**config.mk**
```make
export PLATFORM = sky130hd
export DESIGN_NAME = fpc_mul
export DESIGN_NICKNAME = d
export VERILOG_FILES = /design/src/fpc_pkg.sv /design/src/fpc_mul.sv
export SDC_FILE = /design/constraint.sdc
export NUM_CORES = 2
export LEC_CHECK = 0
export ABC_AREA = 1
export BUFFER_PORTS_ARGS = -buffer_cell sky130_fd_sc_hd__clkbuf_2
export CORE_AREA = 5 5 287 289
export CTS_CLUSTER_DIAMETER = 40
export DETAILED_ROUTE_END_ITERATION = 10
export DIE_AREA = 0 0 292 294
export PLACE_DENSITY = 0.79
export SLEW_MARGIN = 20
export SYNTH_ARGS = -nofsm -noshare
export SYNTH_HDL_FRONTEND = slang
export SYNTH_SLANG_ARGS = --single-unit
```
**constraint.sdc**
```tcl
create_clock -name clk -period 13.4 [get_ports clk]
set_clock_uncertainty 0.15 [all_clocks]
set_input_delay 2.68 -clock clk [delete_from_list [all_inputs] [get_ports clk]]
set_output_delay 2.68 -clock clk [all_outputs]
set_load 0.01 [all_outputs]
```
**src/fpc_pkg.sv**
```systemverilog
// shared types and constants for the frustum plane and sphere cull unit
// no dependencies; imported by every module of the block
`timescale 1ns / 1ps
`default_nettype none

package fpc_pkg;

  // operation codes carried by op
  localparam logic [1:0] OP_LOAD   = 2'd0;
  localparam logic [1:0] OP_DERIVE = 2'd1;
  localparam logic [1:0] OP_TEST   = 2'd2;

  // widths fixed by the arithmetic
  localparam int VW    = 33;   // plane component before normalising
  localparam int SQ_W  = 66;   // sum of three squared components
  localparam int LEN_W = 34;   // integer square root of that sum

  localparam logic [31:0] INT32_MAX_C = 32'h7fff_ffff;
  localparam logic [31:0] INT32_MIN_C = 32'h8000_0000;

  // status of an iterative unit
  typedef struct packed {
    logic busy;
    logic done;
  } iter_stat_t;

  typedef enum logic [3:0] {
    S_IDLE,
    S_FETCH,
    S_SQ,
    S_ROOT_GO,
    S_ROOT_WAIT,
    S_DIV_GO,
    S_DIV_WAIT,
    S_EMIT,
    S_TEST,
    S_RESULT
  } state_t;

endpackage

`default_nettype wire

```
**src/fpc_mul.sv**
```systemverilog
// shared signed multiplier with a registered product
// depends on fpc_pkg for the component width
`timescale 1ns / 1ps
`default_nettype none

module fpc_mul (
  input  wire logic                           clk,
  input  wire logic signed [fpc_pkg::VW-1:0]  mul_a,
  input  wire logic signed [fpc_pkg::VW-1:0]  mul_b,
  output logic signed [2*fpc_pkg::VW-1:0]     prod
);
  import fpc_pkg::*;

  always_ff @(posedge clk) begin
    prod <= mul_a * mul_b;
  end

endmodule

`default_nettype wire

```
# Yosys cells after proc, flatten, opt, wreduce, memory -nomap -nowiden
# Cells that the tools add are included.
dict set report word_totals {
  output_inout_bits 66
  ff_bits 66
  inputBits 67
}
dict set report op_classes {
  n_mul 1
}
# operator count
set ops {}
lappend ops {{$mul A33 B33 Y66} 1}

# Depth between registers and ports, before layout
dict set report logic_depth {
  word_depth 1
  ltp_mapped 34
  ltp_nobuf 32
}

# Worst setup path before layout
# No wires, ideal clock.
dict set report synth_timing {
  path_kind {input -> register}
  startpoint {in mul_a[32] (netlist bit)}
  endpoint {reg prod[60] (netlist bit)}
  stages 23
  arrival_ns 9.323
  n_path_buf 2
  slack_ns 3.814
  setup_time_ns 0.113
  required_time_ns 13.137
  path_cell_list {clkbuf_1 -> clkbuf_1 -> nand2_1 -> inv_1 -> fa_1 -> fa_1 -> fa_1 -> fa_1 -> inv_1 -> fa_1 -> fa_1 -> fa_1 -> fa_1 -> inv_1 -> ha_1 -> nand2_1 -> nor2_1 -> inv_1 -> nor3_1 -> nand2_1 -> and2_0 -> nand4_1 -> nand2_1}
}
dict set report synth_via {
  elab_chain_cells 1
}
# item line
set synth_lines {}
lappend synth_lines {{start, declared} fpc_mul.sv:8} ;# input wire logic signed [fpc_pkg::VW-1:0] mul_a,
lappend synth_lines {{$mul A33 B33 Y66} fpc_mul.sv:15} ;# prod <= mul_a * mul_b;
lappend synth_lines {{end signal, assigned} fpc_mul.sv:15}
lappend synth_lines {{end, declared} fpc_mul.sv:10} ;# output logic signed [2*fpc_pkg::VW-1:0] prod
# No other way between the ends.

# Final worst setup path
dict set report layout_timing {
  startpoint {in mul_b[9] (netlist bit)}
  endpoint {reg prod[57] (netlist bit)}
}
dict set report layout_via {
  elab_chain_cells 1
}
# item line
set layout_lines {}
lappend layout_lines {{start, declared} fpc_mul.sv:9} ;# input wire logic signed [fpc_pkg::VW-1:0] mul_b,
lappend layout_lines {{$mul A33 B33 Y66} fpc_mul.sv:15}
# No other way between the ends.

==> out/qor.csv <==
stage,metric,value,unit
worst_setup_path,crit path cell chain,"clkbuf_2, nand2_1, fa_1, fa_1, fa_1, inv_1, fa_1, fa_1, fa_1, fa_1, inv_1, fa_1, inv_1, ha_1, nand2_1, nor2_1, nand3_1, nor2_1, o21ai_0, nand3_1, nand2_1, nand2_1",
synth,share of the synthesized area in the top cell type,53.09,%
final_layout,count of non-filler cells in the finished layout,6514,
grt,largest net degree at the start of global routing,35,
place,placed insts,6494,
clock_network,TritonCTS Buffers,9,
worst_setup_path,"slowest stage delay, CP",0.90,ns
drt,DR WL/cell,17.73,um
synth,syn_area_per_cell,7.789,um2
synth,Post-synth EDFFs,0,
drt,First DRT Iteration DRCs,2508,
grt,GR Layer Usage met3,5.321,%
grt,global-route wire length before repair,193200,um
synth,Post-Synth Adder-Cell Area,59.38,%
synth,mapped cell area,0.04317,mm2
synth,"FF+latch count, synth",66,
worst_setup_path,Critical Path AT,10.37,ns
grt,met2 usage,49.68,%
timing,TNS Setup,0,ns
final_layout,Layout Area Growth over Synthesis,3.538,%
worst_hold_path,Hold Crit Start,mul_a[0],
grt,initial antenna violation count,8,
timing,unrepaired setup endpoints after global routing,false,
synth,post-synthesis simple-gate area fraction,16.59,%
worst_setup_path,slowest cell on the critical path,fa_1,
clock_network,Clock transition at path regs,0.08,ns
place,GPL Wtd Cong,0.9777,
drt,# DRC,0,
synth,syn nets,6972,
worst_setup_path,CP Capture Type,register,
timing,"Slew Viols, Final",0,
grt,Overall Global Routing Usage,28.04,%
clock_network,Clock Sinks,66,
status,status,"complete, no violations",
clock_network,postcts setup bufs,0,
synth,post-synthesis mux area share,0,%
final_layout,top flop regs,prod (66),
synth,"Async S/R FF share, synth",0,%
die,Core Region,0.07964,mm2
die,die height,294,um
clock_network,CTS resizes,0,
timing,Final setup viols,0,
grt,vias in the first global route,37930,
timing,Worst slew margin,21.40,%
die,row count,104,
synth,fraction of synthesized cell area in xor and xnor cells,0.8317,%
worst_setup_path,CP most frequent cell,fa_1,
final_layout,Reg with most FFs,prod,
synth,top-count cell post-synth,inv_1,
grt,met1 Track Usage GR,33.61,%
clock_network,htree depth,3,
die,DIE WIDTH,292,um
worst_setup_path,CP required,13.55,ns
clock_network,Longest Clk Path Bufs,2,
drt,Via density,5.156,
synth,main combinational cell family by area after synthesis,adder cells,
die,Initial Util,54.21,%
synth,top post-synthesis cells by area,"fa_1 53%, inv_1 16%, nand2_1 13%, ha_1 6.3%, dfxtp_1 3.1%",
clock_network,Root Buffer,clkbuf_16,
synth,ys flop type,dfxtp_1,
synth,Synth warnings,0,
clock_network,CTS Hold Bufs,0,
worst_setup_path,Worst Setup Path Type,in -> reg,
timing,Final Hold Violating Endpoints,0,
grt,Most Crowded Layer GR,met2,
die,die area,0.08585,mm2
synth,Mapped Cells,5543,
drt,ANT nets after route,0,
job,Max Cap Viol,0,
worst_setup_path,crit path max fanout,33,
final_layout,number of flip-flops in the largest register,66,
synth,Synth top cells by count,"1894 x inv_1, 1517 x nand2_1, 1145 x fa_1",
clock_network,CTS tree,done,
final_layout,"Core Util, Final",56.13,%
timing,Worst-Margin Slew,1.179,ns
drt,Detailed Route WL,115500,um
place,Detail Placement HPWL,95960,um
timing,max frequency,97.82,MHz
timing,crit share post-route,76.29,%
worst_setup_path,Worst Setup Start Kind,primary input,
worst_hold_path,hold depth,4,
synth,dominant cell type by area after synthesis,fa_1,
final_layout,share of cells above drive strength 1,4.257,%
synth,complex-gate fraction of the synthesized area,1.377,%
grt,grt ovf,0,
worst_hold_path,Hold Crit Class,in -> reg,
synth,sequential fraction of the synthesis area,3.060,%
die,io pins,133,
drt,TritonRoute pass-1 iters,7,
place,port bufs,132,
synth,Yosys cell types,35,
worst_hold_path,WHS Endpoint,prod[0]$_DFF_P_,
final_layout,nets,6874,
timing,min Tclk post-route,10.22,ns
drt,via count,33590,
==> area by class of cell <==
type	instances	area [um2]
sequential	66	1321
clock inverter	7	125.1
clock buffer	9	225.2
tap	1060	1326
fill	7154	34930
antenna	4	10.01
inverter	1895	7113
multi-input combinational	3319	33750
timing repair buffer	154	825.8
==> how the worst max path moves through the flow <==
stage                     startpoint               end  slack [ns]  cells past startpoint
after global routing        mul_b[9]  prod[57]$_DFF_P_        2.79                     22
after detailed placement    mul_b[0]  prod[63]$_DFF_P_        2.77                     21
after floorplan            mul_a[32]  prod[60]$_DFF_P_        3.81                     23
final                       mul_b[9]  prod[57]$_DFF_P_        3.18                     22
after global placement     mul_a[32]  prod[64]$_DFF_P_        2.84                     23
after CTS                   mul_b[0]  prod[57]$_DFF_P_        3.11                     22
==> worst max-delay path: cells and delay by family <==
kind                     cells  cell delay [ns]
AND/OR/NAND/NOR              8             1.33
buffers and inverters        4             1.14
AO/OA/AOI/OAI                1             0.15
adder cells (fa/ha/maj)      9             5.05
==> routing by layer <==
layer / wire length, um / up-vias
li1: - / 14770
met1: 41170 / 16750
met2: 58020 / 1619
met3: 10120 / 435
met4: 6082 / 10
met5: 70 / -
==> metrics by stage <==
step	instance area, um2	worst slack (ns)	hold WS (ns)
2_1_floorplan	43170	3.814	2.794
3_3_place_gp	44340	2.838	2.920
3_5_place_dp	44340	2.769	2.918
4_1_cts	44690	3.111	2.715
5_1_grt	44690	2.791	2.750
6_report	44700	3.177	2.739
==> cell families after synthesis <==
kind of cell,after synthesis
flip-flops,66
buffers and inverters,2158
AND/OR/NAND/NOR,1810
adder cells (fa/ha/maj),1362
AO/OA/AOI/OAI,106
XOR/XNOR,41
==> cells in the final DEF, fill, tap and decap left out, drive strengths merged, types with 6 or more instances in the layout <==
cell type	synthesis	final
inv	1895	1897
nand2	1534	1534
fa	1145	1145
ha	217	217
nor2	154	154
clkbuf	262	141
nand3	78	78
dfxtp	66	66
a21oi	65	65
xor2	37	37
o21ai	23	23
buf	1	22
nand4	19	19
o21bai	14	14
nor3	8	8
or2	6	6
Power is left out: the tool's default activity adds up to more than one toggle a clock period on the data nets, which glitch-free logic cannot reach.
