$ cat src/fpc_pkg.sv
// shared types and constants for the frustum plane and sphere cull unit
// no dependencies; imported by every module of the block
`timescale 1ns / 1ps
`default_nettype none

package fpc_pkg;

  // operation codes carried by op
  localparam logic [1:0] OP_LOAD   = 2'd0;
  localparam logic [1:0] OP_DERIVE = 2'd1;
  localparam logic [1:0] OP_TEST   = 2'd2;

  // widths fixed by the arithmetic
  localparam int VW    = 33;   // plane component before normalising
  localparam int SQ_W  = 66;   // sum of three squared components
  localparam int LEN_W = 34;   // integer square root of that sum

  localparam logic [31:0] INT32_MAX_C = 32'h7fff_ffff;
  localparam logic [31:0] INT32_MIN_C = 32'h8000_0000;

  // status of an iterative unit
  typedef struct packed {
    logic busy;
    logic done;
  } iter_stat_t;

  typedef enum logic [3:0] {
    S_IDLE,
    S_FETCH,
    S_SQ,
    S_ROOT_GO,
    S_ROOT_WAIT,
    S_DIV_GO,
    S_DIV_WAIT,
    S_EMIT,
    S_TEST,
    S_RESULT
  } state_t;

endpackage

`default_nettype wire

$ cat src/fpc_div.sv
// restoring divider, one quotient bit per cycle
// depends on fpc_pkg for the divisor width and the status struct
`timescale 1ns / 1ps
`default_nettype none

module fpc_div #(
  parameter int DW = 49
) (
  input  wire logic                       clk,
  input  wire logic                       rst,
  input  wire logic                       start,
  input  wire logic [DW-1:0]              dividend,
  input  wire logic [fpc_pkg::LEN_W-1:0]  divisor,
  output logic [DW-1:0]                   quo,
  output fpc_pkg::iter_stat_t             stat
);
  import fpc_pkg::*;

  localparam int CW = $clog2(DW + 1);

  logic [LEN_W-1:0] rem;
  logic [LEN_W:0]   t;
  logic [CW-1:0]    cnt;

  assign t = {rem, quo[DW-1]};

  always_ff @(posedge clk) begin
    if (rst) begin
      stat <= '0;
      cnt  <= '0;
    end else if (start) begin
      stat.busy <= 1'b1;
      stat.done <= 1'b0;
      cnt       <= CW'(DW);
    end else if (stat.busy) begin
      cnt       <= cnt - 1'b1;
      stat.busy <= (cnt != CW'(1));
      stat.done <= (cnt == CW'(1));
    end else begin
      stat.done <= 1'b0;
    end
  end

  always_ff @(posedge clk) begin
    if (start) begin
      quo <= dividend;
      rem <= '0;
    end else if (stat.busy) begin
      if (t >= {1'b0, divisor}) begin
        rem <= LEN_W'(t - {1'b0, divisor});
        quo <= {quo[DW-2:0], 1'b1};
      end else begin
        rem <= t[LEN_W-1:0];
        quo <= {quo[DW-2:0], 1'b0};
      end
    end
  end

endmodule

`default_nettype wire

$ cat config.mk
export PLATFORM = sky130hd
export DESIGN_NAME = fpc_div
export DESIGN_NICKNAME = d
export VERILOG_FILES = /design/src/fpc_pkg.sv /design/src/fpc_div.sv
export SDC_FILE = /design/constraint.sdc
export NUM_CORES = 1
export LEC_CHECK = 0
export BUFFER_PORTS_ARGS = -buffer_cell sky130_fd_sc_hd__buf_2
export CORE_MARGIN = 4
export CORE_UTILIZATION = 44
export CTS_BUF_LIST = sky130_fd_sc_hd__clkbuf_16
export DETAILED_ROUTE_END_ITERATION = 8
export GPL_TIMING_DRIVEN = 0
export PLACE_DENSITY = 0.67
export SLEW_MARGIN = 20
export SYNTH_ARGS = -nofsm -noshare
export SYNTH_HDL_FRONTEND = slang
export SYNTH_SLANG_ARGS = --single-unit
$ cat constraint.sdc
create_clock -name clk -period 4.05 [get_ports clk]
set_clock_uncertainty 0.1 [all_clocks]
set_input_delay 0.81 -clock clk [delete_from_list [all_inputs] [get_ports clk]]
set_output_delay 0.81 -clock clk [all_outputs]
set_load 0.05 [all_outputs]
== Yosys cells after proc, flatten, opt, wreduce, memory -nomap -nowiden ==
Index checks and enable logic that the tools add are counted.

* Flip-flop bits (word level): 91
* Latch bits: 0
* RAM bits: 0
* ROM bits: 0
* Input bits: 86
* Output and inout bits: 51
* Logic and storage cells: 24
* Memories kept: 0

* Add/sub/neg operators: 2
* Multiply operators: 0
* Divide/modulo/power cells: 0
* Order comparisons: 1
* Eq/ne operators: 2
* Shift operators: 0
* Mux-type cells: 9
* Bitwise gates (word level): 1
* Reduce and logical (&&, ||, !) cells: 3

{| class="wikitable"
|+ Operator list
! kind !! number
|-
| two-way mux 49 bit || 2
|-
| >= comparator 35 x 34 -> 1 bit || 1
|-
| two-way mux 34 bit || 1
|-
| subtractor 34 bit || 1
|-
| two-way mux 6 bit || 2
|-
| == test 6 x 1 -> 1 bit (second input constant) || 1
|-
| inequality test 6 x 1 -> 1 bit (second input constant) || 1
|-
| subtractor 6 x 1 -> 6 bit (second input constant) || 1
|-
| two-way mux 1 bit || 3
|-
| OR reduction 3 bit || 1
|-
| two-way mux 2 bit || 1
|-
| nonzero test 2 bit || 1
|-
| OR reduction 2 bit || 1
|-
| inverter 1 bit || 1
|}

== Depth between registers and ports, before layout ==
* Depth in word-level cells: 4
* Mapped depth: 13

== Worst setup path before layout ==
Ideal clock, no wire load.

* Path type: input to register
* Start: input port divisor[24] (netlist name)
* End: register rem[0]
* Setup time: 0.079 ns
* Arrival time: 2.894 ns
* Required time: 3.871 ns
* Setup slack: 0.977 ns
* Stages: 12
* Path through: inv_1 -> ha_1 -> buf_2 -> a21o_1 -> a21o_1 -> a21oi_2 -> o21ai_1 -> a211oi_2 -> a21o_1 -> buf_6 -> mux2_1 -> a211oi_2

* Word-level cells in the longest chain between the ends: 2

{| class="wikitable"
|+ Ends and longest elaborated chain
! item !! RTL line !! source
|-
| from (decl) || fpc_div.sv:13 || <nowiki>input wire logic [fpc_pkg::LEN_W-1:0] divisor,</nowiki>
|-
| >= comparator 35 x 34 -> 1 bit || fpc_div.sv:49 || <nowiki>if (t >= {1'b0, divisor}) begin</nowiki>
|-
| two-way mux 34 bit || fpc_div.sv:49 ||
|-
| to (signal assigned) || fpc_div.sv:50 || <nowiki>rem <= LEN_W'(t - {1'b0, divisor});</nowiki>
|-
| to (signal assigned) || fpc_div.sv:53 || <nowiki>rem <= t[LEN_W-1:0];</nowiki>
|-
| to (decl) || fpc_div.sv:21 || <nowiki>logic [LEN_W-1:0] rem;</nowiki>
|}

No other way between the ends.
A chain may end at the register's enable or synchronous reset.

== Worst setup path after layout ==
* Start: input port divisor[18] (netlist name)
* End: register rem[23]

* Word-level cells in the longest chain between the ends: 2

{| class="wikitable"
|+ Ends and longest elaborated chain
! item !! RTL line
|-
| subtractor 34 bit or >= comparator 35 x 34 -> 1 bit (tied branches) || fpc_div.sv:50, fpc_div.sv:49
|-
| two-way mux 34 bit * || fpc_div.sv:49
|}

Mark *: on every way between the ends. The rest lies on a longest branch, timed or not.

==> flow_summary.toml <==
[detailed_routing]
routed_wl_mm = 16.6
drc_errors = 0
final_antenna_net_count = 0
first_pass_iters = 5
drtIter0Drc = 371
wire_per_inst_um = 16.9
vias = 5510
vias_per_cell = 5.61

[pwr]
p_clk_share_pct = 31.8
combPwrFrac_pct = 27.6
power_density_nw_per_um2 = 377
p_int_mw = 1.81
power.switching_mw = 0.928
power_mw = 2.74
cellLeakagePower_nw = 3.12
ir_worst_vdd_mv = 0.216
switching_share_pct = 33.9
seqPwrFrac_pct = 40.7

[synthesis]
yosys-top-cells-count = "nand2_1 (71), nor2_1 (52), inv_1 (51)"
ys_seq_area_share_pct = 38.3
syn-instance-count = 654
synth_compound_area_share_pct = 19.4
yosys.area_share.adder_pct = 7.79
synth_cell_type_count = 67
synth_edf_count = 49
synth_fp_nets = 777
async_flop_share_pct = 0
synth-simple-area-share_pct = 14.7
yosysWarningCount = 0
ys_ff_latch = 91
synth.avg_cell_area_um2 = 9.23
synth.most_common_cell = "nand2_1"
yosysTopAreaCellShare_pct = 24.4
synthFlopType = "edfxtp_1"
synth_top_area_cell = "edfxtp_1"
netlist_area_um2 = 6040
synthMuxAreaShare_pct = 9.31
synth_xor_xnor_area_share_pct = 4.64
yosys-top-cells-area = "edfxtp_1 (24%), dfxtp_1 (14%), mux2_2 (9.0%)"
synth_top_family_by_area = "compound AO/OA/AOI/OAI gates"

[clock_network]
cts_root_buffer = "clkbuf_16"
cts.clk_slew.worst_paths_ns = 0.07
cts_max_level = 3
ctsResizeCount = 0
clock_latency_ns = 0.35
cts_setup_buffers = 0
clk_path_buf_depth = 2
ctsHoldBuffers = 0
cts_tree = "yes"
numCtsBuffers = 9
cts_sinks = 91

[timing]
hold_ws_ns = 0.397
worst_slew_pin_slew_ns = 0.685
rsz0062_at_grt = "no"
final.period_utilization_pct = 90.1
final_max_slew_viol_count = 0
hold_viol = 0
period_minus_slack_ns = 3.65
max_freq_mhz = 274
layout_setup_ws_ns = 0.400
finalSetupTns_ns = 0
setup_viol = 0
maxSlewHeadroom_pct = 54.2

[setup_path]
path_class = "primary input to flop"
cpMaxStageDelayCell = "a21boi_0"
cp.arrival_ns = 3.80
crit_required_ns = 4.20
cp_cell_sequence = "buf_2, inv_1, ha_1, buf_2, nand4_1, nor3_1, a21boi_0, nand2b_1, o211ai_2, a21oi_2, buf_2, nand2_1, a311oi_1"
startpoint_type = "primary input"
critPathMaxStageDelay_ns = 0.47
endpoint_kind = "flop"
crit_top_cell = "buf_2"
critPathMaxFanout = 10

[status]
status = "finished, final reports clean"

[global_route]
grt_max_degree = 37
globalRouteTotalUtil_pct = 20.9
grt_overflow = 0
antenna_found_initial = 0
grt_pass1_wl_mm = 27.2
grt_pass1_vias = 5424

[floorplan]
start_util_pct = 45.2
coreArea_um2 = 13300
dieArea_um2 = 15700
row_count = 42
ios = 137
die_w_um = 125
die_h_um = 125

[place]
place_hpwl_mm = 13.0
dpl-instance-area_um2 = 6950
portBuffers = 135
pre_cts_ws_ns = 0.191
place_congestion = 0.896
dp_cells = 966

[finish]
final_area_um2 = 7260
drive_above_1_share_pct = 28.8
diodes = 0
final_cells = 982
post-route-util_pct = 54.4
nNetsFinal = 924
num-fill-cells = 1263
area_delta_synth_final_pct = 20.3

[run]
maxCapViolCount = 0

[hold_path]
hp-class = "flop to flop"
[metal layers]
metal	global-route usage [%]	vias up	wire [µm]
li1	-	2682	-
met1	28.7	2582	7570
met2	33.2	209	7490
met3	3.16	37	1110
met4	8.29	0	411
met5	0	-	0
[layout make-up]
type                    instances  area (µm²)  share of cell area (%)
plain buffers                  35         161                    2.22
clock buffers                   9         225                    3.10
clock inverters                 7        85.1                    1.17
inverters                      51         191                    2.64
multi-input cells             477        3370                    46.4
flip-flops and latches         91        2310                    31.8
well taps                     176         220                    3.03
repair buffers                136         696                    9.58
[cell usage in the layout, fill, tap and decap left out, types with 3 or more instances in the layout]
cell type | Yosys | final
nor2b_1 | 4 | 4
clkbuf_16 | 0 | 9
a211oi_1 | 5 | 5
nand4_1 | 11 | 11
a32oi_1 | 6 | 6
nor3b_1 | 3 | 3
and2_1 | 4 | 4
a21oi_1 | 37 | 37
or3_1 | 5 | 5
nand3_1 | 15 | 15
a41oi_1 | 3 | 3
a211o_1 | 3 | 3
a21oi_2 | 3 | 3
nor3_1 | 9 | 9
a31oi_1 | 5 | 5
o211ai_1 | 3 | 3
nand2_1 | 71 | 71
a21o_1 | 16 | 16
o21bai_1 | 3 | 3
a21boi_0 | 3 | 3
ha_1 | 36 | 36
inv_1 | 51 | 50
nor2_1 | 52 | 52
buf_2 | 13 | 148
edfxtp_1 | 49 | 49
o21ai_0 | 30 | 30
xor2_1 | 14 | 14
a311oi_1 | 20 | 20
clkbuf_1 | 17 | 17
dfxtp_1 | 42 | 42
a211oi_2 | 3 | 3
o21a_1 | 6 | 6
o2111ai_1 | 5 | 5
mux2_2 | 48 | 48
xnor2_1 | 18 | 18
inv_6 | 0 | 3
[power by group through the flow]
| stage | clock network [mW] | registers [mW] | logic [mW] |
|---|---|---|---|
| after floorplan | 0 | 1.31 | 0.373 |
| after global placement | 0 | 1.13 | 0.736 |
| after detailed placement | 0 | 1.13 | 0.750 |
| after CTS | 0.881 | 1.11 | 0.754 |
| after global routing | 0.920 | 1.12 | 0.820 |
| final | 0.870 | 1.11 | 0.756 |
[flip-flops by register name (all words and copies together) (netlist names)]
signal and count:
cnt 6, rem 34, quo 49, stat 2
[critical path, delay by kind of cell]
family          cells  cell delay (ns)
compound gates      4             1.27
simple gates        4             0.83
buf+inv             4             0.61
fa+ha+maj           1             0.26
[worst paths after layout]
path	startpoint	slack (ns)	end	depth (start not counted)
max reg2reg	rem[16]	0.60	rem[23]	11
min reg2reg	cnt[1]	0.40	cnt[1]	2
min	cnt[1]	0.40	cnt[1]	2
max	divisor[18]	0.40	rem[23]	13
[kinds of logic after synthesis]
logic type                 Yosys count
and+or+nand+nor                    190
AOI/OAI and AO/OA                  168
DFF                                 91
buffers and inverters               86
muxes                               50
adders and majority gates           37
xor gates and xnor gates            32
Note: power is estimated with default switching activity, not from simulation.
