$ cat src/fpc_pkg.sv
// shared types and constants for the frustum plane and sphere cull unit
// no dependencies; imported by every module of the block
`timescale 1ns / 1ps
`default_nettype none

package fpc_pkg;

  // operation codes carried by op
  localparam logic [1:0] OP_LOAD   = 2'd0;
  localparam logic [1:0] OP_DERIVE = 2'd1;
  localparam logic [1:0] OP_TEST   = 2'd2;

  // widths fixed by the arithmetic
  localparam int VW    = 33;   // plane component before normalising
  localparam int SQ_W  = 66;   // sum of three squared components
  localparam int LEN_W = 34;   // integer square root of that sum

  localparam logic [31:0] INT32_MAX_C = 32'h7fff_ffff;
  localparam logic [31:0] INT32_MIN_C = 32'h8000_0000;

  // status of an iterative unit
  typedef struct packed {
    logic busy;
    logic done;
  } iter_stat_t;

  typedef enum logic [3:0] {
    S_IDLE,
    S_FETCH,
    S_SQ,
    S_ROOT_GO,
    S_ROOT_WAIT,
    S_DIV_GO,
    S_DIV_WAIT,
    S_EMIT,
    S_TEST,
    S_RESULT
  } state_t;

endpackage

`default_nettype wire

$ cat src/fpc_sqrt.sv
// bit-serial integer square root, two radicand bits per cycle
// depends on fpc_pkg for widths and the status struct
`timescale 1ns / 1ps
`default_nettype none

module fpc_sqrt (
  input  wire logic                          clk,
  input  wire logic                          rst,
  input  wire logic                          start,
  input  wire logic [fpc_pkg::SQ_W-1:0]      radicand,
  output logic [fpc_pkg::LEN_W-1:0]          root,
  output fpc_pkg::iter_stat_t                stat
);
  import fpc_pkg::*;

  localparam int RW = 2 * LEN_W;       // radicand padded to whole bit pairs
  localparam int MW = LEN_W + 3;       // partial remainder width
  localparam int CW = $clog2(LEN_W + 1);

  logic [RW-1:0] rad;
  logic [MW-1:0] rem;
  logic [CW-1:0] cnt;
  logic [MW-1:0] r2;
  logic [MW-1:0] trial;

  assign r2    = {rem[MW-3:0], rad[RW-1:RW-2]};
  assign trial = {1'b0, root, 2'b01};

  always_ff @(posedge clk) begin
    if (rst) begin
      stat <= '0;
      cnt  <= '0;
    end else if (start) begin
      stat.busy <= 1'b1;
      stat.done <= 1'b0;
      cnt       <= CW'(LEN_W);
    end else if (stat.busy) begin
      cnt       <= cnt - 1'b1;
      stat.busy <= (cnt != CW'(1));
      stat.done <= (cnt == CW'(1));
    end else begin
      stat.done <= 1'b0;
    end
  end

  always_ff @(posedge clk) begin
    if (start) begin
      rad  <= {{(RW - SQ_W){1'b0}}, radicand};
      rem  <= '0;
      root <= '0;
    end else if (stat.busy) begin
      rad <= {rad[RW-3:0], 2'b00};
      if (r2 >= trial) begin
        rem  <= r2 - trial;
        root <= {root[LEN_W-2:0], 1'b1};
      end else begin
        rem  <= r2;
        root <= {root[LEN_W-2:0], 1'b0};
      end
    end
  end

endmodule

`default_nettype wire

$ cat config.mk
export PLATFORM = sky130hd
export DESIGN_NAME = fpc_sqrt
export DESIGN_NICKNAME = d
export VERILOG_FILES = /design/src/fpc_pkg.sv /design/src/fpc_sqrt.sv
export SDC_FILE = /design/constraint.sdc
export NUM_CORES = 1
export LEC_CHECK = 0
export BUFFER_PORTS_ARGS = -buffer_cell sky130_fd_sc_hd__buf_2
export CELL_PAD_IN_SITES_DETAIL_PLACEMENT = 1
export CELL_PAD_IN_SITES_GLOBAL_PLACEMENT = 1
export CORE_MARGIN = 2
export CORE_UTILIZATION = 46
export CTS_BUF_LIST = sky130_fd_sc_hd__clkbuf_16
export CTS_CLUSTER_SIZE = 8
export DETAILED_ROUTE_END_ITERATION = 7
export GPL_ROUTABILITY_DRIVEN = 0
export HOLD_SLACK_MARGIN = 0.15
export PLACE_DENSITY = 0.9
export SYNTH_ARGS = -nofsm -noshare
export SYNTH_HDL_FRONTEND = slang
export SYNTH_SLANG_ARGS = --single-unit
$ cat constraint.sdc
create_clock -name clk -period 3.2 [get_ports clk]
set_input_delay 0.64 -clock clk [delete_from_list [all_inputs] [get_ports clk]]
set_output_delay 0.64 -clock clk [all_outputs]
set_load 0.02 [all_outputs]
# Word-level counts from Yosys, hierarchy flattened

Cells that the tools add are included.

Bits in registers: 145
Output and inout bits: 36
Logic and storage cells: 26
Input port bits: 69

Reductions and logical operators: 3
$add $sub $neg: 2
Bitwise logic cells: 1
Multiplexer cells: 9
Order comparisons: 1
Equal/unequal tests: 2

Operators by type and width:

| operator                                                               | number |
|---|---|
| 66-bit two-way mux                                                     | 2 |
| 37-bit by 36-bit greater-or-equal comparator with 1-bit output         | 1 |
| 35-bit two-way mux                                                     | 1 |
| 35-bit subtractor                                                      | 1 |
| 6-bit two-way mux                                                      | 2 |
| 6-bit by 1-bit equality test with 1-bit output (second input constant) | 1 |
| 6-bit by 1-bit != test with 1-bit output (second input constant)       | 1 |
| 6-bit by 1-bit subtractor with 6-bit output (second input constant)    | 1 |
| 1-bit two-way mux                                                      | 3 |
| 3-bit OR reduction                                                     | 1 |
| 2-bit two-way mux                                                      | 1 |
| 2-bit nonzero test                                                     | 1 |
| 2-bit OR reduction                                                     | 1 |
| 1-bit inverter                                                         | 1 |

# Logic depth before layout (Yosys ltp)

Gate-level depths: netlist of the first run.

Depth after elaboration: 3
Depth in mapped cells: 12
Depth with buffers taken out: 10

# Least setup slack after synthesis of the first run

Ideal clock, no wire load.

Path kind: input port to flip-flop
From: input start
To: register rad[0] (enable)
Stages on the path: 4
Setup slack: 0.262 ns
Arrival: 2.518 ns
Path buffers: 2
Required time: 2.780 ns
Setup time: 0.420 ns
Path through: clkbuf_1 nor2_1 clkbuf_1 inv_1

Word-level cells in the longest chain between the ends: 1

RTL lines:

| what                                | line           | text |
|---|---|---|
| start: declaration                  | fpc_sqrt.sv:9  | `input wire logic start,` |
| 2-bit nonzero test (no source line) | n/a            |  |
| end signal: assignment              | fpc_sqrt.sv:48 | `rad <= {{(RW - SQ_W){1'b0}}, radicand};` |
| end signal: assignment              | fpc_sqrt.sv:52 | `rad <= {rad[RW-3:0], 2'b00};` |
| end: declaration                    | fpc_sqrt.sv:20 | `logic [RW-1:0] rad;` |

Every way passes these cells.
A chain may end at the register's enable or synchronous reset.

# Worst setup path in the final report of the first run

From: register root[9] in the netlist's numbering
To: register rem[24]

Word-level cells in the longest chain between the ends: 2
Elaborated cells on any way between the ends: 3

RTL lines:

| what                                                                                                       | line                           | text |
|---|---|---|
| start: declaration                                                                                         | fpc_sqrt.sv:11                 | `output logic [fpc_pkg::LEN_W-1:0] root,` |
| start signal: assignment                                                                                   | fpc_sqrt.sv:55                 | `root <= {root[LEN_W-2:0], 1'b1};` |
| start signal: assignment                                                                                   | fpc_sqrt.sv:58                 | `root <= {root[LEN_W-2:0], 1'b0};` |
| 35-bit subtractor / 37-bit by 36-bit greater-or-equal comparator with 1-bit output (equally long branches) | fpc_sqrt.sv:54, fpc_sqrt.sv:53 |  |
| 35-bit two-way mux *                                                                                       | fpc_sqrt.sv:53                 | `if (r2 >= trial) begin` |
| end signal: assignment                                                                                     | fpc_sqrt.sv:54                 | `rem <= r2 - trial;` |
| end signal: assignment                                                                                     | fpc_sqrt.sv:57                 | `rem <= r2;` |
| end: declaration                                                                                           | fpc_sqrt.sv:21                 | `logic [MW-1:0] rem;` |

Every way passes the cells marked *; elsewhere a longest branch is shown, timed or not.

==> impl_metrics.ini, run 1 <==
[pwr]
intPower_mw = 5.47
ir_worst_vdd_uv = 584
fin_total_pwr_mw = 9.39
power_frac_comb = 0.531
powerDensity_mw_per_mm2 = 972
p_switching_mw = 3.93
switching_share = 0.418
leakagePower_nw = 3.95
clkPwrFrac = 0.213
pwr-share-seq = 0.256

[route]
drt_first_pass_iters = 5
totalWireLength_um = 23700
ant_nets = 0
vias_per_cell = 5.86
wire_per_inst_um = 20.8
dr.first_iter.drc_count = 546
vias = 6659
route.detailed.drc = 0

[clocking]
htreeDepth = 4
tritoncts = done
clock_latency_ns = 0.44
clkTransAtPathRegs_ns = 0.06
cts_buffers = 17
root_buffer = clkbuf_16
clk_path_buf_depth = 2
clock-sinks = 145

[flow_run]
drv_cap = 0

[global_routing]
grt_pass1_vias = 6939
antenna_found_initial = 1
grt_max_degree = 67
grt.total_usage = 0.254
grt_pass1_wl_um = 36700
overflow = 0

[floorplanning]
row_count = 48
die_area_mm2 = 0.0187
fp.dieW_um = 137
num_io_pins = 105
start_util = 0.470
core-area_mm2 = 0.0173
chipHeight_um = 137

[critical_path]
crit_type = register to register
cp_data_required_time_ns = 3.54
crit_path_end_kind = register
critical_path.max_fanout = 20
cp-start-kind = register
cp_data_arrival_time_ns = 3.45

[hold_path]
hold_path_class = register to register

[sta]
period_needed_ns = 3.11
fin_hold_ws_ns = 0.469
finalCritPeriodShare = 0.972
relSlewSlack = 0.537
finalMaxSlewViolations = 0
finalHoldViolations = 0
fmax_ghz = 0.322
worst_pin_slew_ns = 0.692
setup_ws_ns = 0.0898
fin_skew_ns = 0.00783
setup_viol = 0

[placement]
hpwl_um = 15600
place_ws_ns = 0.113
io_buffers = 104
dp_cells = 1101

[synthesis]
yosys.area.top_type_share = 0.244
ys_async_sr_fraction = 0
synth_area_mm2 = 0.00813
syn_nets = 898
yosysUniqueCellTypes = 65
ys_seq_elements = 145
yosysTopAreaCell = edfxtp_1
syn_area_per_cell_um2 = 10.3
yosysWarnings = 0
synth_edf_count = 66
synthTopCellsByArea = edfxtp_1 24%, dfxtp_1 19%, mux2_2 9.0%, mux2i_1 6.7%, ha_1 5.9%
synthCells = 791
ys_seq_area_frac = 0.438
ys.flop_type = dfxtp_1

[status]
status = finished clean

[final_layout]
area_growth_pct = 18.9
regArea_mm2 = 0.00357
fill_cells = 1876
n_antenna_cell = 0
fin_cells = 1137
final_layout_size_suffix_gt1_frac = 0.280
num-nets-final = 1006
multiInputGateArea_mm2 = 0.00422
power by group through the flow:
stage                     clock network, mW  logic [mW]  registers [mW]
after floorplan                           0        3.52            2.35
after global placement                    0        4.37            2.41
after detailed placement                  0        4.53            2.42
after CTS                              2.03        4.63            2.39
after global routing                   2.09        5.34            2.42
final                                  2.00        4.98            2.41
worst max-delay path, cell delays in order, from the launching register on:
cell and delay (ns):
dfxtp_1 0.39, inv_1 0.08, ha_1 0.41, nand4_1 0.24, nor2_1 0.19, a22o_2 0.23
a2111oi_4 0.10, o31ai_4 0.31, a21oi_4 0.15, clkbuf_16 0.23, or3b_1 0.40, a311oi_1 0.28
cell type report:
| class | count | area share |
|---|---|---|
| Clock inverter | 15 | 0.0157 |
| Timing Repair Buffer | 133 | 0.0875 |
| Sequential cell | 145 | 0.369 |
| Clock buffer | 17 | 0.0440 |
| Tap cell | 225 | 0.0291 |
| Multi-Input combinational cell | 557 | 0.437 |
| Inverter | 45 | 0.0175 |
registers in the layout, summed over array words and instances, names as in the netlist:
signal,count
rad,68
rem,35
stat,2
cnt,6
root,34
cells by family after synthesis:
family | count (synthesis) | synth area share
buffers and inverters | 89 | 0.0446
multiplexers | 119 | 0.157
XOR/XNOR | 33 | 0.0356
AO/OA/AOI/OAI | 160 | 0.144
adder cells (fa/ha/maj) | 38 | 0.0585
AND/OR/NAND/NOR | 207 | 0.122
flip-flops | 145 | 0.438
metrics by stage:
step | TNS (ns) | cell area, um^2 | utilization
floorplan | 0 | 8130 | -
global placement | 0 | 9020 | 0.521
detailed placement | 0 | 9020 | 0.521
CTS | 0 | 9590 | 0.555
global route | -0.0381 | 9660 | 0.559
finish | 0 | 9660 | 0.559
synth_stat cells, types with 6 or more instances:
library cell  instances
a211oi_1             23
a21o_1               17
a21oi_1              29
a32oi_1               6
and2_1               10
clkbuf_1             30
dfxtp_1              79
edfxtp_1             66
ha_1                 38
inv_1                44
mux2_2               65
mux2i_1              54
nand2_1              37
nand3_1              13
nand4_1               8
nor2_1               81
nor3_1               21
o21a_1                7
o21ai_0              21
o21ai_1               6
xnor2_1              19
xor2_1               14
layer usage:
metal / vias up / track usage / routed length [um]
met2: 229 / 0.441 / 12200
met4: 0 / 0.109 / 742
met3: 77 / 0.0448 / 1230
met1: 3240 / 0.309 / 9570
met5: - / 0 / 0
li1: 3113 / - / -
layout by cell type (no fill, tap or decap), drive strengths merged, types with 27 or more instances in the layout:
cell type / netlist / routed
a21oi: 30 / 30
mux2i: 54 / 54
edfxtp: 66 / 66
dfxtp: 79 / 79
inv: 44 / 53
nand2: 37 / 37
buf: 13 / 132
ha: 38 / 38
mux2: 65 / 65
nor2: 81 / 81
o21ai: 27 / 27
path summary, 6_finish.rpt:
check                             start      end  slack [ns]  cells after the start
worst min register to register   rem[0]   rem[0]        0.47                      2
worst min-delay path             rem[0]   rem[0]        0.47                      2
worst max register to register  root[9]  rem[24]        0.09                     11
worst max-delay path            root[9]  rem[24]        0.09                     11
timing repair:
| action | 4_1_cts | 5_1_grt |
|---|---|---|
| resized for setup | 0 | 8 |
| buffers inserted | 0 | 3 |
| setup endpoints to repair | 0 | 27 |
| hold buffers | 0 | 0 |
(Power assumes the default switching activity.)
==> inputs of run 2 (changes only) <==
--- a/config.mk
+++ b/config.mk
@@ -16,6 +16,7 @@
 export GPL_ROUTABILITY_DRIVEN = 0
 export HOLD_SLACK_MARGIN = 0.15
 export PLACE_DENSITY = 0.9
+export RECOVER_POWER = 100
 export SYNTH_ARGS = -nofsm -noshare
 export SYNTH_HDL_FRONTEND = slang
 export SYNTH_SLANG_ARGS = --single-unit
==> impl_metrics.ini, run 2 (synthesis results as in run 1) <==
[status]
status = finished clean

[sta]
finalHoldViolations = 0
worst_pin_slew_ns = 1.25
tns_ns = 0
finalMaxSlewViolations = 0
fin_skew_ns = 0.00753
finalCritPeriodShare = 0.977
setup_ws_ns = 0.0739
fmax_ghz = 0.320
period_needed_ns = 3.13
setup_viol = 0
relSlewSlack = 0.165

[pwr]
ir_worst_vdd_uv = 580
powerDensity_mw_per_mm2 = 982
leakagePower_nw = 3.75

[global_routing]
overflow = 0
grt_pass1_wl_um = 36700
antenna_found_initial = 1
grt.total_usage = 0.254
grt_pass1_vias = 6939
grt_max_degree = 67

[route]
totalWireLength_um = 23700
vias_per_cell = 5.88
wire_per_inst_um = 20.9
vias = 6680
route.detailed.drc = 0
drt_first_pass_iters = 5
dr.first_iter.drc_count = 539
ant_nets = 0

[critical_path]
r2r_cells = 11
r2r_start = root[9]
crit_path_end_kind = register
crit_end = rem[24]
crit_type = register to register
startpoint = root[9]
reg2reg_to = rem[24]
critical_path.max_fanout = 20
cp-start-kind = register
r2r_setup_slack_ns = 0.07
cp_data_arrival_time_ns = 3.47
cp_data_required_time_ns = 3.54

[final_layout]
area_growth_pct = 17.3
regMostFlops = rad
layout_commonest_cell = nor2_1
final_layout_size_suffix_gt1_frac = 0.227
reg_top3 = rad x68, rem x35, root x34
num-nets-final = 1006
final_cell_mix = 81 x nor2_1, 78 x dfxtp_1, 68 x buf_2
largest_register_ffs = 68
stdcell_area_mm2 = 0.00953
n_antenna_cell = 0

[clocking]
postCtsHoldBufs = 0
clock_latency_ns = 0.44
clock-sinks = 145
htreeDepth = 4
tritoncts = done
root_buffer = clkbuf_16
cts_buffers = 17
clk_path_buf_depth = 2
clkTransAtPathRegs_ns = 0.06

[placement]
place_ws_ns = 0.113
io_buffers = 104
hpwl_um = 15600
dpl_cell_area_mm2 = 0.00902

[floorplanning]
fp.dieW_um = 137
chipHeight_um = 137
core-area_mm2 = 0.0173
num_io_pins = 105
start_util = 0.470
die_area_mm2 = 0.0187
row_count = 48

[flow_run]
drv_cap = 0

[hold_path]
hold_path_class = register to register
run 2: changes by cell type in the layout (fill, tap and decap cells not counted):
| cell | previous run | this run |
|---|---|---|
| clkbuf_1 | 0 | 42 |
| buf_2 | 103 | 68 |
| buf_12 | 7 | 2 |
| mux2_1 | 0 | 5 |
| mux2_2 | 65 | 60 |
| buf_4 | 22 | 19 |
| and2_0 | 0 | 1 |
| and2_1 | 10 | 9 |
| clkbuf_2 | 0 | 1 |
| inv_1 | 44 | 45 |
| inv_2 | 1 | 0 |
run 2: worst min path at each step:
stage / to / startpoint / depth (start not counted) / slack [ns]
final: rem[0] / rem[0] / 2 / 0.47
after global routing: rem[0] / rem[0] / 2 / 0.49
after CTS: stat[1] / rst / 2 / 0.46
after detailed placement: rem[0] / rem[0] / 2 / 0.47
after global placement: rem[33] / rem[33] / 2 / 0.45
after floorplan: rem[33] / rem[33] / 2 / 0.43
run 2: final cells by class:
type | count | area (um^2)
timing repair buffer | 133 | 711
sequential | 145 | 3570
clock inverter | 15 | 151
inverter | 45 | 169
clock buffer | 17 | 425
fill | 1902 | 7770
tap | 225 | 282
multi-input combinational | 557 | 4220
run 2: power breakdown:
group	total, mW	internal (mW)	leakage [nW]	switching, mW
Clock	2.01	1.10	0.278	0.911
Sequential	2.41	2.20	1.31	0.205
Combinational	4.94	2.15	2.16	2.79
Total	9.36	5.45	3.75	3.91
run 2: repair_timing:
| action | 4_1_cts | 5_1_grt |
|---|---|---|
| gates resized for setup | 0 | 8 |
| setup buffers | 0 | 3 |
| endpoints found under the setup margin | 0 | 27 |
run 2: metal layers:
| metal | global-route usage | vias up | routed length, um |
|---|---|---|---|
| met5 | 0 | - | 0 |
| met4 | 0.109 | 0 | 770 |
| met3 | 0.0448 | 72 | 1270 |
| met2 | 0.441 | 229 | 12100 |
| met1 | 0.309 | 3260 | 9530 |
| li1 | - | 3119 | - |
run 2: through the flow:
| step | power, mW | cells | hold slack, ns | util |
|---|---|---|---|---|
| 6_report | 9.36 | 1137 | 0.468 | 0.551 |
| 5_1_grt | 9.83 | 1137 | 0.490 | 0.551 |
| 2_1_floorplan | 5.87 | 791 | 0.429 | - |
| 3_5_place_dp | 6.95 | 1101 | 0.465 | 0.521 |
| 4_1_cts | 9.06 | 1133 | 0.458 | 0.555 |
| 3_3_place_gp | 6.78 | 1101 | 0.452 | 0.521 |
run 2: critical path: stages (launching register included):
cell	delay [ns]
dfxtp_1	0.39
inv_1	0.08
ha_1	0.41
nand4_1	0.24
nor2_1	0.19
a22o_2	0.23
a2111oi_4	0.10
o31ai_4	0.31
a21oi_4	0.15
clkbuf_16	0.23
or3b_1	0.40
a311oi_1	0.29
==> inputs of run 3 (changes only) <==
--- a/config.mk
+++ b/config.mk
@@ -5,17 +5,18 @@
 export SDC_FILE = /design/constraint.sdc
 export NUM_CORES = 1
 export LEC_CHECK = 0
+export ABC_AREA = 1
 export BUFFER_PORTS_ARGS = -buffer_cell sky130_fd_sc_hd__buf_2
 export CELL_PAD_IN_SITES_DETAIL_PLACEMENT = 1
 export CELL_PAD_IN_SITES_GLOBAL_PLACEMENT = 1
 export CORE_MARGIN = 2
-export CORE_UTILIZATION = 46
+export CORE_UTILIZATION = 42
 export CTS_BUF_LIST = sky130_fd_sc_hd__clkbuf_16
 export CTS_CLUSTER_SIZE = 8
 export DETAILED_ROUTE_END_ITERATION = 7
 export GPL_ROUTABILITY_DRIVEN = 0
 export HOLD_SLACK_MARGIN = 0.15
-export PLACE_DENSITY = 0.9
+export PLACE_DENSITY_LB_ADDON = 0.3
 export RECOVER_POWER = 100
 export SYNTH_ARGS = -nofsm -noshare
 export SYNTH_HDL_FRONTEND = slang
==> impl_metrics.ini, run 3 <==
[status]
status = finished, violations left
violations = capacitance limit, slew limit

[floorplanning]
die_area_mm2 = 0.0221
start_util = 0.431
fp.dieW_um = 149
num_io_pins = 105
chipHeight_um = 149
core-area_mm2 = 0.0204
row_count = 52

[sta]
fmax_ghz = 0.362
tns_ns = 0
period_needed_ns = 2.76
finalHoldViolations = 0
setup_ws_ns = 0.441
worst_pin_slew_ns = 1.84
finalCritPeriodShare = 0.862
finalMaxSlewViolations = 46
setup_viol = 0
fin_skew_ns = 0.0112
rsz0062_at_grt = no
relSlewSlack = -0.230

[synthesis]
ys_top_cells_by_count = 522 x nand2_1, 173 x inv_1, 85 x nor2_1, 79 x dfxtp_1, 66 x edfxtp_1
yosysUniqueCellTypes = 39
yosysTopAreaCell = edfxtp_1
yosys.area.top_type_share = 0.226
syn_area_per_cell_um2 = 6.96
ys.flop_type = dfxtp_1
synth_area_mm2 = 0.00877
synth_edf_count = 66
synthCells = 1261
syn_nets = 1368
yosysWarnings = 0
synthTopCellsByArea = edfxtp_1 23%, nand2_1 22%, dfxtp_1 18%, inv_1 7.4%, ha_1 5.4%
ys_async_sr_fraction = 0
ys_seq_elements = 145
yosysMostFrequentCell = nand2_1
ys_seq_area_frac = 0.406

[final_layout]
num-nets-final = 1464
final_layout_size_suffix_gt1_frac = 0.101
reg_top3 = rad x68, rem x35, root x34
area_growth_pct = 14.7
layout_commonest_cell = nand2_1
largest_register_ffs = 68
regMostFlops = rad
n_antenna_cell = 0
fin_cells = 1640
final_cell_mix = 524 x nand2_1, 178 x inv_1, 85 x nor2_1

[route]
vias_per_cell = 5.12
wire_per_inst_um = 16.2
ant_nets = 0
drt_first_pass_iters = 5
dr.first_iter.drc_count = 382
vias = 8391
route.detailed.drc = 0
totalWireLength_um = 26600

[placement]
hpwl_um = 19800
place_ws_ns = 0.790
io_buffers = 104
dp_cells = 1608

[clocking]
postCtsSetupBuffers = 0
clkTransAtPathRegs_ns = 0.07
htreeDepth = 4
cts_resized = 0
postCtsHoldBufs = 0
clock_latency_ns = 0.43
clock-sinks = 145
root_buffer = clkbuf_16
tritoncts = done
clk_path_buf_depth = 2
cts_buffers = 17

[global_routing]
grt_pass1_vias = 8911
grt.total_usage = 0.253
antenna_found_initial = 0
grt_max_degree = 74
overflow = 0
grt_pass1_wl_um = 44300

[critical_path]
r2r_setup_slack_ns = 0.47
cp_data_required_time_ns = 3.32
crit_type = input pin to register
crit_family = buffers and inverters
cp_data_arrival_time_ns = 2.88
crit_path_end_kind = register
slowest_delay_ns = 1.33
critical_path.max_fanout = 46
crit_chain = clkbuf_1, nor2_1, buf_4, inv_1, buf_4
cpMostUsedCell = buf_4
r2r_start = stat[1]
cp-start-kind = input pin
r2r_cells = 4
reg2reg_to = rad[65]
cp_slowest_cell = inv_1
crit_buf_inv = 4

[hold_path]
hold_end = stat[1]
worstHoldStart = rst
min_path_cells = 2
hold_path_class = input pin to register

[flow_run]
drv_cap = 1
run 3: layer usage:
metal | GRT usage | share of wire | routed length (um) | up-vias
li1 | - | - | - | 4180
met1 | 0.305 | 0.44 | 11800 | 4015
met2 | 0.450 | 0.49 | 13100 | 160
met3 | 0.0555 | 0.042 | 1130 | 36
met4 | 0.0776 | 0.020 | 544 | 0
met5 | 0 | 0 | 0 | -
run 3: worst reg2reg max path, stage by stage (launching register included):
cell	delay [ns]
dfxtp_1	0.34
nor2_1	0.06
buf_4	0.21
inv_1	1.33
buf_4	0.48
run 3: cell type report:
class | count | area [um^2]
Fill cell | 2717 | 10300
Multi-Input combinational cell | 895 | 4290
Sequential cell | 145 | 3560
Inverter | 180 | 676
Timing Repair Buffer | 118 | 594
Clock buffer | 17 | 425
Tap cell | 270 | 338
Clock inverter | 15 | 173
run 3: cell families (layout without fill, tap and decap cells):
group	after synthesis	after routing	share of synthesized area
XOR/XNOR	18	18	0.0180
AND/OR/NAND/NOR	749	749	0.358
adder cells (fa/ha/maj)	38	38	0.0542
buffers and inverters	221	330	0.102
AO/OA/AOI/OAI	90	90	0.0611
flip-flops	145	145	0.406
run 3: how the worst max path moves through the flow:
stage          startpoint  endpoint  cells past startpoint  slack [ns]
2_1_floorplan     stat[1]    rad[0]                      4        0.01
6_report            start   rad[65]                      5        0.44
3_5_place_dp     root[18]    rem[0]                     12        0.79
3_3_place_gp     root[18]    rem[0]                     12        0.85
4_1_cts           root[0]   rem[30]                     13        0.75
5_1_grt          root[10]   rem[27]                     17        0.23
run 3: per-stage QoR:
stage / hold slack [ns] / cell area (um^2) / utilization
6_report: 0.400 / 10100 / 0.494
5_1_grt: 0.418 / 10100 / 0.494
4_1_cts: 0.379 / 10100 / 0.498
3_5_place_dp: 0.455 / 9540 / 0.468
3_3_place_gp: 0.443 / 9540 / 0.468
2_1_floorplan: 0.422 / 8780 / -
Power of run 3 is left out: the tool's default activity adds up to more than one toggle a clock period on the data nets, which glitch-free logic cannot reach.
